--- config.mk ---
export PLATFORM = sky130hd
export DESIGN_NAME = sector_write_back_cache_tags_unit
export DESIGN_NICKNAME = d
export VERILOG_FILES = /design/src/rtl/swbc_pkg.sv /design/src/rtl/swbc_ram.sv /design/src/rtl/sector_write_back_cache_tags_unit.sv
export SDC_FILE = /design/constraint.sdc
export NUM_CORES = 2
export LEC_CHECK = 0
export BUFFER_PORTS_ARGS = -buffer_cell sky130_fd_sc_hd__clkbuf_2
export CAP_MARGIN = 20
export CORE_MARGIN = 5
export CORE_UTILIZATION = 50
export CTS_CLUSTER_SIZE = 40
export DETAILED_ROUTE_END_ITERATION = 6
export PLACE_DENSITY = 0.72
export RECOVER_POWER = 50
export SLEW_MARGIN = 0
export SYNTH_ARGS = -nofsm -noshare
export SYNTH_HDL_FRONTEND = slang
export SYNTH_SLANG_ARGS = --single-unit
--- constraint.sdc ---
create_clock -name clk_i -period 27.7 [get_ports clk_i]
set_input_delay 8.31 -clock clk_i [delete_from_list [all_inputs] [get_ports clk_i]]
set_output_delay 8.31 -clock clk_i [all_outputs]
set_load 0.1 [all_outputs]
--- src/rtl/swbc_pkg.sv ---
// Shared types and constants of the sector write-back cache tag engine.
// No dependencies; used by the top level, the tag RAM users and the checker.
package swbc_pkg;

  localparam int SLOTS   = 32;
  localparam int RUN_MAX = 16;

  localparam int SLOT_W = $clog2(SLOTS);
  localparam int CNT_W  = $clog2(SLOTS + 1);
  localparam int RUN_IW = (RUN_MAX > 1) ? $clog2(RUN_MAX) : 1;
  localparam int RLEN_W = $clog2(RUN_MAX + 1);
  localparam int ADDR_W = 32;
  localparam int SEQ_W  = 32;

  localparam logic [2:0] FUNC_WRITE      = 3'd0;
  localparam logic [2:0] FUNC_READ       = 3'd1;
  localparam logic [2:0] FUNC_FLUSH_SEL  = 3'd2;
  localparam logic [2:0] FUNC_FLUSH_DONE = 3'd3;
  localparam logic [2:0] FUNC_INVAL_ALL  = 3'd4;

  localparam logic [2:0] STATUS_OK      = 3'd0;
  localparam logic [2:0] STATUS_REFUSED = 3'd1;
  localparam logic [2:0] STATUS_FULL    = 3'd2;
  localparam logic [2:0] STATUS_NODIRTY = 3'd3;
  localparam logic [2:0] STATUS_DIRECT  = 3'd4;

  localparam logic [1:0] POLICY_WB = 2'd0;
  localparam logic [1:0] POLICY_WT = 2'd1;

  typedef struct packed {
    logic [2:0]        func;
    logic [ADDR_W-1:0] lba;
    logic              ok;
    logic              last_of_request;
  } req_t;

  typedef struct packed {
    logic [2:0]        status;
    logic              hit;
    logic [4:0]        slot;
    logic [ADDR_W-1:0] sector;
    logic              last;
    logic              request_done;
    logic [5:0]        dirty_count;
    logic [5:0]        high_water;
    logic [31:0]       stall_count;
  } rsp_t;

  typedef enum logic [6:0] {
    ST_IDLE   = 7'b0000001,
    ST_SWEEP  = 7'b0000010,
    ST_DECIDE = 7'b0000100,
    ST_RSWEEP = 7'b0001000,
    ST_WALK   = 7'b0010000,
    ST_EMIT   = 7'b0100000,
    ST_DONE   = 7'b1000000
  } state_e;

endpackage

--- src/rtl/swbc_ram.sv ---
// Generic single-port-write, single-port-read RAM with registered read data.
// No dependencies.
module swbc_ram #(
  parameter int W = 32,
  parameter int D = 32
) (
  input  logic                 clk_i,
  input  logic                 we_i,
  input  logic [$clog2(D)-1:0] waddr_i,
  input  logic [W-1:0]         wdata_i,
  input  logic [$clog2(D)-1:0] raddr_i,
  output logic [W-1:0]         rdata_o
);

  logic [W-1:0] mem_q [D];

  always_ff @(posedge clk_i) begin
    if (we_i) begin
      mem_q[waddr_i] <= wdata_i;
    end
    rdata_o <= mem_q[raddr_i];
  end

endmodule

--- src/rtl/sector_write_back_cache_tags_unit.sv ---
// Top level of the sector write-back cache tag engine.
// Depends on swbc_pkg and swbc_ram (tag address and tag sequence memories).
//
// Usage:
//   Commands enter on req_i when start is high and busy is low. Each result
//   appears on rsp_o for one cycle with strobe_o high; the receiver cannot
//   hold results off, so no buffering beyond the result register exists.
//   The policy register is written through cfg_we_i / cfg_wdata_i; the user
//   must write it only while idle, which the block itself does not enforce.
// Command flow:
//   Refused writes, invalidate-all, unknown commands and flush-done that is
//   not ok or has no pending run answer in the next cycle and leave the block
//   idle. Write and read lookup sweep the tag memories one slot per cycle.
//   Flush select sweeps twice, walks the run and then emits one result per
//   cycle. Flush done with a run checks the run slots one by one. The sweeps
//   are paced by the single read port of the tag memories.
// Reset:
//   Valid and dirty marks, counters, the pending run and the policy clear at
//   once; the tag memories need no clearing pass.
module sector_write_back_cache_tags_unit (
  input  logic                clk_i,
  input  logic                rst_ni,
  input  logic                start,
  output logic                busy,
  input  swbc_pkg::req_t      req_i,
  input  logic                cfg_we_i,
  input  logic [1:0]          cfg_wdata_i,
  output logic                strobe_o,
  output swbc_pkg::rsp_t      rsp_o
);

  localparam int SW = swbc_pkg::SLOT_W;
  localparam int CW = swbc_pkg::CNT_W;
  localparam int IW = swbc_pkg::RUN_IW;
  localparam int LW = swbc_pkg::RLEN_W;
  localparam int AW = swbc_pkg::ADDR_W;
  localparam int QW = swbc_pkg::SEQ_W;

  swbc_pkg::state_e state_q, state_d;
  logic [CW-1:0] cnt_q, cnt_d;
  swbc_pkg::req_t req_q, req_d;
  logic [swbc_pkg::SLOTS-1:0] valid_q, valid_d, dirty_q, dirty_d;
  logic [QW-1:0] seq_ctr_q, seq_ctr_d;
  logic [5:0] dtot_q, dtot_d, peak_q, peak_d;
  logic [31:0] stalls_q, stalls_d;
  logic [1:0] policy_q, policy_d;
  logic [LW-1:0] pend_len_q, pend_len_d;
  logic [SW-1:0] pend_slot_q [swbc_pkg::RUN_MAX];
  logic [SW-1:0] pend_slot_d [swbc_pkg::RUN_MAX];
  logic [QW-1:0] pend_seq_q [swbc_pkg::RUN_MAX];
  logic [QW-1:0] pend_seq_d [swbc_pkg::RUN_MAX];
  logic [swbc_pkg::RUN_MAX-1:0] match_q, match_d;
  logic hit_f_q, hit_f_d, free_f_q, free_f_d, cl_f_q, cl_f_d, df_q, df_d;
  logic [SW-1:0] hit_idx_q, hit_idx_d, free_idx_q, free_idx_d, cl_idx_q, cl_idx_d;
  logic [QW-1:0] cl_seq_q, cl_seq_d, d_seq_q, d_seq_d, prev_seq_q, prev_seq_d;
  logic [AW-1:0] d_addr_q, d_addr_d;
  logic [LW-1:0] idx_q, idx_d, run_n_q, run_n_d;
  logic chk_q, chk_d;
  logic [SW-1:0] ps_q, ps_d;
  logic [QW-1:0] pseq_q, pseq_d;
  logic strobe_q, strobe_d;
  swbc_pkg::rsp_t rsp_q, rsp_d;

  logic addr_we, seq_we;
  logic [SW-1:0] waddr, raddr;
  logic [AW-1:0] addr_wdata, rd_addr;
  logic [QW-1:0] seq_wdata, rd_seq;

  logic [CW-1:0] jm;
  logic [SW-1:0] j;
  logic [AW-1:0] diff;
  logic [IW-1:0] k, ik;
  logic [SW-1:0] s;
  logic entry_ok;

  function automatic swbc_pkg::rsp_t mk_rsp(logic [2:0] st, logic h, logic [SW-1:0] sl,
                                            logic [AW-1:0] sec, logic lst, logic rd,
                                            logic [5:0] dc, logic [5:0] hw,
                                            logic [31:0] sc);
    swbc_pkg::rsp_t r;
    r.status       = st;
    r.hit          = h;
    r.slot         = 5'(sl);
    r.sector       = sec;
    r.last         = lst;
    r.request_done = rd;
    r.dirty_count  = dc;
    r.high_water   = hw;
    r.stall_count  = sc;
    return r;
  endfunction

  swbc_ram #(.W(AW), .D(swbc_pkg::SLOTS)) u_addr_ram (
    .clk_i  (clk_i),
    .we_i   (addr_we),
    .waddr_i(waddr),
    .wdata_i(addr_wdata),
    .raddr_i(raddr),
    .rdata_o(rd_addr)
  );

  swbc_ram #(.W(QW), .D(swbc_pkg::SLOTS)) u_seq_ram (
    .clk_i  (clk_i),
    .we_i   (seq_we),
    .waddr_i(waddr),
    .wdata_i(seq_wdata),
    .raddr_i(raddr),
    .rdata_o(rd_seq)
  );

  assign busy     = (state_q != swbc_pkg::ST_IDLE);
  assign strobe_o = strobe_q;
  assign rsp_o    = rsp_q;

  assign jm   = cnt_q - 1'b1;
  assign j    = jm[SW-1:0];
  assign diff = rd_addr - d_addr_q;
  assign k    = diff[IW-1:0];
  assign ik   = idx_q[IW-1:0];

  always_comb begin
    state_d    = state_q;
    cnt_d      = cnt_q;
    req_d      = req_q;
    valid_d    = valid_q;
    dirty_d    = dirty_q;
    seq_ctr_d  = seq_ctr_q;
    dtot_d     = dtot_q;
    peak_d     = peak_q;
    stalls_d   = stalls_q;
    policy_d   = policy_q;
    pend_len_d = pend_len_q;
    pend_slot_d = pend_slot_q;
    pend_seq_d  = pend_seq_q;
    match_d    = match_q;
    hit_f_d    = hit_f_q;
    hit_idx_d  = hit_idx_q;
    free_f_d   = free_f_q;
    free_idx_d = free_idx_q;
    cl_f_d     = cl_f_q;
    cl_idx_d   = cl_idx_q;
    cl_seq_d   = cl_seq_q;
    df_d       = df_q;
    d_seq_d    = d_seq_q;
    d_addr_d   = d_addr_q;
    prev_seq_d = prev_seq_q;
    idx_d      = idx_q;
    run_n_d    = run_n_q;
    chk_d      = chk_q;
    ps_d       = ps_q;
    pseq_d     = pseq_q;
    strobe_d   = 1'b0;
    rsp_d      = rsp_q;
    addr_we    = 1'b0;
    seq_we     = 1'b0;
    waddr      = '0;
    addr_wdata = req_q.lba;
    seq_wdata  = seq_ctr_q + 1'b1;
    raddr      = cnt_q[SW-1:0];
    s          = '0;
    entry_ok   = 1'b0;

    if (cfg_we_i) begin
      policy_d = cfg_wdata_i;
    end

    unique case (state_q)
      swbc_pkg::ST_IDLE: begin
        if (start) begin
          req_d    = req_i;
          cnt_d    = '0;
          hit_f_d  = 1'b0;
          free_f_d = 1'b0;
          cl_f_d   = 1'b0;
          df_d     = 1'b0;
          priority case (req_i.func)
            swbc_pkg::FUNC_WRITE: begin
              if (policy_q[1]) begin
                strobe_d = 1'b1;
                rsp_d = mk_rsp(swbc_pkg::STATUS_REFUSED, 1'b0, '0, '0, 1'b0,
                               req_i.last_of_request, dtot_q, peak_q, stalls_q);
              end else begin
                state_d = swbc_pkg::ST_SWEEP;
              end
            end
            swbc_pkg::FUNC_READ: state_d = swbc_pkg::ST_SWEEP;
            swbc_pkg::FUNC_FLUSH_SEL: begin
              pend_len_d = '0;
              state_d    = swbc_pkg::ST_SWEEP;
            end
            swbc_pkg::FUNC_FLUSH_DONE: begin
              pend_len_d = '0;
              if (req_i.ok && pend_len_q != '0) begin
                run_n_d = pend_len_q;
                idx_d   = '0;
                chk_d   = 1'b0;
                state_d = swbc_pkg::ST_DONE;
              end else begin
                strobe_d = 1'b1;
                rsp_d = mk_rsp(swbc_pkg::STATUS_OK, 1'b0, '0, '0, 1'b0,
                               req_i.last_of_request, dtot_q, peak_q, stalls_q);
              end
            end
            swbc_pkg::FUNC_INVAL_ALL: begin
              valid_d  = '0;
              dirty_d  = '0;
              dtot_d   = '0;
              strobe_d = 1'b1;
              rsp_d = mk_rsp(swbc_pkg::STATUS_OK, 1'b0, '0, '0, 1'b0,
                             req_i.last_of_request, 6'd0, peak_q, stalls_q);
            end
            default: begin
              strobe_d = 1'b1;
              rsp_d = mk_rsp(swbc_pkg::STATUS_OK, 1'b0, '0, '0, 1'b0,
                             req_i.last_of_request, dtot_q, peak_q, stalls_q);
            end
          endcase
        end
      end

      swbc_pkg::ST_SWEEP: begin
        // data of slot cnt-1 is on the RAM outputs
        if (cnt_q != '0) begin
          if (valid_q[j] && rd_addr == req_q.lba && !hit_f_q) begin
            hit_f_d   = 1'b1;
            hit_idx_d = j;
          end
          if (!valid_q[j] && !free_f_q) begin
            free_f_d   = 1'b1;
            free_idx_d = j;
          end
          if (valid_q[j] && !dirty_q[j] && (!cl_f_q || rd_seq < cl_seq_q)) begin
            cl_f_d   = 1'b1;
            cl_idx_d = j;
            cl_seq_d = rd_seq;
          end
          if (dirty_q[j] && (!df_q || rd_seq < d_seq_q)) begin
            df_d     = 1'b1;
            d_seq_d  = rd_seq;
            d_addr_d = rd_addr;
          end
        end
        if (cnt_q == CW'(swbc_pkg::SLOTS)) begin
          state_d = swbc_pkg::ST_DECIDE;
        end else begin
          cnt_d = cnt_q + 1'b1;
        end
      end

      swbc_pkg::ST_DECIDE: begin
        state_d = swbc_pkg::ST_IDLE;
        priority case (req_q.func)
          swbc_pkg::FUNC_READ: begin
            strobe_d = 1'b1;
            rsp_d = mk_rsp(swbc_pkg::STATUS_OK, hit_f_q, hit_f_q ? hit_idx_q : '0, '0,
                           1'b0, req_q.last_of_request, dtot_q, peak_q, stalls_q);
          end
          swbc_pkg::FUNC_FLUSH_SEL: begin
            if (!df_q) begin
              strobe_d = 1'b1;
              rsp_d = mk_rsp(swbc_pkg::STATUS_NODIRTY, 1'b0, '0, '0, 1'b0,
                             req_q.last_of_request, dtot_q, peak_q, stalls_q);
            end else begin
              match_d = '0;
              cnt_d   = '0;
              state_d = swbc_pkg::ST_RSWEEP;
            end
          end
          default: begin
            if (policy_q == swbc_pkg::POLICY_WT) begin
              if (hit_f_q) begin
                valid_d[hit_idx_q] = 1'b0;
                if (dirty_q[hit_idx_q]) begin
                  dirty_d[hit_idx_q] = 1'b0;
                  dtot_d = dtot_q - 1'b1;
                end
              end
              strobe_d = 1'b1;
              rsp_d = mk_rsp(swbc_pkg::STATUS_DIRECT, hit_f_q, hit_f_q ? hit_idx_q : '0,
                             '0, 1'b0, req_q.last_of_request, dtot_d, peak_q, stalls_q);
            end else if (!hit_f_q && !free_f_q && !cl_f_q) begin
              stalls_d = stalls_q + 1'b1;
              strobe_d = 1'b1;
              rsp_d = mk_rsp(swbc_pkg::STATUS_FULL, 1'b0, '0, '0, 1'b0,
                             req_q.last_of_request, dtot_q, peak_q, stalls_d);
            end else begin
              priority if (hit_f_q) s = hit_idx_q;
              else if (free_f_q) s = free_idx_q;
              else s = cl_idx_q;
              seq_ctr_d = seq_ctr_q + 1'b1;
              seq_we    = 1'b1;
              addr_we   = !hit_f_q;
              waddr     = s;
              seq_wdata = seq_ctr_d;
              valid_d[s] = 1'b1;
              if (!dirty_q[s] || !hit_f_q) begin
                // a replaced clean slot always counts as newly dirty
                dirty_d[s] = 1'b1;
                if (!dirty_q[s]) begin
                  dtot_d = dtot_q + 1'b1;
                  if (dtot_d > peak_q) begin
                    peak_d = dtot_d;
                  end
                end
              end
              strobe_d = 1'b1;
              rsp_d = mk_rsp(swbc_pkg::STATUS_OK, hit_f_q, s, '0, 1'b0,
                             req_q.last_of_request, dtot_d, peak_d, stalls_q);
            end
          end
        endcase
      end

      swbc_pkg::ST_RSWEEP: begin
        // first valid slot per run offset, in slot order
        if (cnt_q != '0) begin
          if (valid_q[j] && diff < AW'(swbc_pkg::RUN_MAX) && !match_q[k]) begin
            match_d[k]     = 1'b1;
            pend_slot_d[k] = j;
            pend_seq_d[k]  = rd_seq;
          end
        end
        if (cnt_q == CW'(swbc_pkg::SLOTS)) begin
          idx_d      = '0;
          prev_seq_d = d_seq_q;
          state_d    = swbc_pkg::ST_WALK;
        end else begin
          cnt_d = cnt_q + 1'b1;
        end
      end

      swbc_pkg::ST_WALK: begin
        entry_ok = match_q[ik] && dirty_q[pend_slot_q[ik]] && pend_seq_q[ik] >= prev_seq_q;
        if (entry_ok) begin
          prev_seq_d = pend_seq_q[ik];
          if (idx_q == LW'(swbc_pkg::RUN_MAX - 1)) begin
            run_n_d = LW'(swbc_pkg::RUN_MAX);
            idx_d   = '0;
            state_d = swbc_pkg::ST_EMIT;
          end else begin
            idx_d = idx_q + 1'b1;
          end
        end else begin
          run_n_d = idx_q;
          idx_d   = '0;
          state_d = swbc_pkg::ST_EMIT;
        end
      end

      swbc_pkg::ST_EMIT: begin
        strobe_d = 1'b1;
        if (run_n_q == '0) begin
          rsp_d = mk_rsp(swbc_pkg::STATUS_NODIRTY, 1'b0, '0, '0, 1'b0,
                         req_q.last_of_request, dtot_q, peak_q, stalls_q);
          state_d = swbc_pkg::ST_IDLE;
        end else begin
          rsp_d = mk_rsp(swbc_pkg::STATUS_OK, 1'b1, pend_slot_q[ik],
                         d_addr_q + AW'(idx_q), LW'(idx_q + 1'b1) == run_n_q,
                         req_q.last_of_request, dtot_q, peak_q, stalls_q);
          if (LW'(idx_q + 1'b1) == run_n_q) begin
            pend_len_d = run_n_q;
            state_d    = swbc_pkg::ST_IDLE;
          end else begin
            idx_d = idx_q + 1'b1;
          end
        end
      end

      swbc_pkg::ST_DONE: begin
        raddr = pend_slot_q[ik];
        if (chk_q && dirty_q[ps_q] && rd_seq == pseq_q) begin
          dirty_d[ps_q] = 1'b0;
          dtot_d = dtot_q - 1'b1;
        end
        if (idx_q != run_n_q) begin
          ps_d   = pend_slot_q[ik];
          pseq_d = pend_seq_q[ik];
          chk_d  = 1'b1;
          idx_d  = idx_q + 1'b1;
        end else begin
          chk_d = 1'b0;
          if (!chk_q) begin
            strobe_d = 1'b1;
            rsp_d = mk_rsp(swbc_pkg::STATUS_OK, 1'b0, '0, '0, 1'b0,
                           req_q.last_of_request, dtot_q, peak_q, stalls_q);
            state_d = swbc_pkg::ST_IDLE;
          end
        end
      end

      default: state_d = swbc_pkg::ST_IDLE;
    endcase
  end

  always_ff @(posedge clk_i or negedge rst_ni) begin
    if (!rst_ni) begin
      state_q    <= swbc_pkg::ST_IDLE;
      cnt_q      <= '0;
      valid_q    <= '0;
      dirty_q    <= '0;
      seq_ctr_q  <= '0;
      dtot_q     <= '0;
      peak_q     <= '0;
      stalls_q   <= '0;
      policy_q   <= swbc_pkg::POLICY_WB;
      pend_len_q <= '0;
      match_q    <= '0;
      hit_f_q    <= 1'b0;
      free_f_q   <= 1'b0;
      cl_f_q     <= 1'b0;
      df_q       <= 1'b0;
      idx_q      <= '0;
      run_n_q    <= '0;
      chk_q      <= 1'b0;
      strobe_q   <= 1'b0;
    end else begin
      state_q    <= state_d;
      cnt_q      <= cnt_d;
      valid_q    <= valid_d;
      dirty_q    <= dirty_d;
      seq_ctr_q  <= seq_ctr_d;
      dtot_q     <= dtot_d;
      peak_q     <= peak_d;
      stalls_q   <= stalls_d;
      policy_q   <= policy_d;
      pend_len_q <= pend_len_d;
      match_q    <= match_d;
      hit_f_q    <= hit_f_d;
      free_f_q   <= free_f_d;
      cl_f_q     <= cl_f_d;
      df_q       <= df_d;
      idx_q      <= idx_d;
      run_n_q    <= run_n_d;
      chk_q      <= chk_d;
      strobe_q   <= strobe_d;
    end
  end

  always_ff @(posedge clk_i) begin
    req_q       <= req_d;
    pend_slot_q <= pend_slot_d;
    pend_seq_q  <= pend_seq_d;
    hit_idx_q   <= hit_idx_d;
    free_idx_q  <= free_idx_d;
    cl_idx_q    <= cl_idx_d;
    cl_seq_q    <= cl_seq_d;
    d_seq_q     <= d_seq_d;
    d_addr_q    <= d_addr_d;
    prev_seq_q  <= prev_seq_d;
    ps_q        <= ps_d;
    pseq_q      <= pseq_d;
    rsp_q       <= rsp_d;
  end

endmodule

==> metrics <==
run status finished, violations left; failing checks max-capacitance violations, max-slew violations; Final period util 56.9%; filler-free cell count of the finished design 12200; clock skew 91.0 ps; clock sink total 3199; Ports 132; via count 78000; combinational share of power 23.2%; Via-to-Cell Ratio 6.38; max layer used met5; Hold Fails Final Rpt 0; CP max stage cell clkbuf_1; Power Density 90.8 nW/um^2; synth warn 0; commonest non-fill, non-tap cells in the layout edfxtp_1 (2943), nand2_1 (1048), a21oi_1 (580); met2 wire length 171 mm; CTS H-tree lvls 5; Post-Synthesis Cells 8217; Tightest Pin Transition 7710 ps; final setup TNS 0 ps; CTS tree built; row cnt 187; Post-synth top flop edfxtp_1; met3 WL 39.3 mm; CP dominant cell by count buf_4; Wirelength per Cell 29.2 microns; Startpoint Class flip-flop; WL final 358 mm; ys async rst share 6.00%; CTS Buf Count 331; clock-pin transition on the worst setup and hold timing paths 60 ps; area of the mapped netlist 131000 sq um; RSZ-0062 raised after global routing false; Slew Viols, Final 873; Largest stage delay, worst path 5350 ps; Setup violations, final 0; Layout Nets 8671; port bufs 131; cts repair resizes 0; Internal Power 9150 uW; Post-CTS Setup Inserts 0; Worst Path Class, Setup flip-flop to flip-flop; Min Hold Slack 494 ps; CP Cell Sequence clkbuf_1, mux2i_1, mux4_2, mux2i_4, clkbuf_1, o21a_4, buf_4, buf_4, buf_4, buf_4, buf_4, mux4_2, a2111oi_0, o21ai_0, o31a_1; Post-DP HPWL 198 mm; Syn-to-layout area delta 12.4%; switching power 4190 uW; layout cells sized above 1 15.4%; Post-synth EDFFs 2943; hold buffers post-CTS 0; Netlist cell types 85; Max clock buf depth 4; Crit path required time 28560 ps; 1st-pass router iterations 7; DRC 0; Fmax achieved 63.4 MHz; Final GP Congestion 0.899; Net Sw Frac 31.4%; Layout fillers 19500; CP Max Fanout 91; first-pass GRT wire length 517 mm; DRT iter0 DRCs 10500; Total GRT Usage 25.7%; syn avg cell area 15.9 sq um; Synth Register Bits 3199; clock group share of total power 32.9%; class of the worst hold path flip-flop to flip-flop; CP top delay family buffers and inverters; largest net degree at the start of global routing 128; DIE WIDTH 522 microns; Setup crit end kind flip-flop; post-synthesis sequential area ratio 72.2%; initial cell density of the core 50.3%; total power 13300 uW; Worst IR Drop VDD 0.125 mV; Data arrival, critical path 16630 ps; Metal-1 WL 133 mm; initial antenna violation count 10; Tmin final 15770 ps; core area 260000 sq um; worst-skew pair later-pin latency 970 ps; most common cell after layout, fill and taps aside edfxtp_1; Slew headroom -414%; sequential share of power 43.9%; DIE HEIGHT 522 microns; Leak 0.0477 uW; Max Cap Viol 32; grt ovf 0; Bufs and invs on worst path 7; die area 272000 sq um; root buf cell clkbuf_16; placed cell count 11600; Synth Net Count 8407; number of global-route vias before repair 76200; Routed Antenna Nets 0
## metal layers
metal / vias to the layer above / track usage, %
met2: 4829 / 41.4
met4: 8 / 9.50
met3: 868 / 5.06
met5: - / 0
met1: 39800 / 35.2
li1: 32600 / -
## sequential cells by signal, indices dropped and copies added (netlist names), 80 cells and up
signal / flops
u_addr_ram.mem_q: 1024
rsp_o: 87
pend_seq_q: 512
pend_slot_q: 80
u_seq_ram.mem_q: 1024
## cells by family after synthesis
| group | after synthesis | synth area share (%) |
|---|---|---|
| muxes | 688 | 9.69 |
| adders and majority gates | 147 | 1.42 |
| buffers and inverters | 631 | 1.90 |
| xor gates and xnor gates | 246 | 1.65 |
| and+or+nand+nor | 1909 | 6.49 |
| DFF | 3199 | 72.2 |
| AOI/OAI and AO/OA | 1397 | 6.70 |
## power groups by stage
stage          clock network, uW  registers, uW  logic (uW)
6_report                    4390           5860        3100
3_5_place_dp                   0           5960        3030
3_3_place_gp                   0           5950        2970
5_1_grt                     4650           5870        3310
2_1_floorplan                  0           6230        1760
4_1_cts                     4440           5860        3050
## area by class of cell
type | instances | area (sq um) | area share, %
Multi-Input combinational cell | 4387 | 34600 | 23.5
Clock buffer | 416 | 8870 | 6.03
Timing Repair Buffer | 385 | 2290 | 1.55
Inverter | 177 | 664 | 0.452
Tap cell | 3496 | 4370 | 2.97
Clock inverter | 170 | 1770 | 1.21
Sequential cell | 3199 | 94500 | 64.2
Antenna cell | 5 | 12.5 | 0.00851
## through the flow
step	setup WS (ps)	instance area (sq um)	util, %
after global placement	16730	137000	52.6
after CTS	16630	148000	56.7
final	11930	147000	56.5
after detailed placement	16620	137000	52.6
after floorplan	15610	131000	-
after global routing	9990	147000	56.5
## synth_stat cells, types with 25 or more instances
cell       count  area share [%]
a2111oi_0    108            0.72
a21o_1        61            0.35
a21oi_1      582             2.2
a311oi_1      25            0.17
a31oi_1       34            0.16
and3_1       100            0.48
buf_1         56            0.16
buf_2         83            0.32
clkbuf_1     312            0.89
dfrtp_1      191             3.7
dfxtp_1       64            0.98
edfxtp_1    2943              68
ha_1         145             1.4
inv_1        177            0.51
mux2i_1      217             1.7
mux4_2       462             7.9
nand2_1     1049             3.0
nand3_1      129            0.49
nand4_1       58            0.28
nor2_1       280            0.80
nor3_1        97            0.37
nor4_1        45            0.22
o21ai_0      262             1.0
o221ai_1      90            0.60
o31a_1        53            0.35
or3_1         25            0.12
xnor2_1      130            0.87
xor2_1       116            0.78
## final timing paths
path / from / end / slack, ps / depth (start not counted)
worst max-delay path: idx_q[0] / u_addr_ram.rdata_o[27] / 11930 / 15
worst min-delay path: stalls_q[31] / stalls_q[31] / 490 / 1
worst max register to register: idx_q[0] / u_addr_ram.rdata_o[27] / 11930 / 15
worst min register to register: stalls_q[31] / stalls_q[31] / 490 / 1
max in group asynchronous: rst_ni / idx_q[3] / 18170 / 3
min in group asynchronous: rst_ni / valid_q[3] / 7350 / 1
Note: power is estimated with default switching activity, not from simulation.
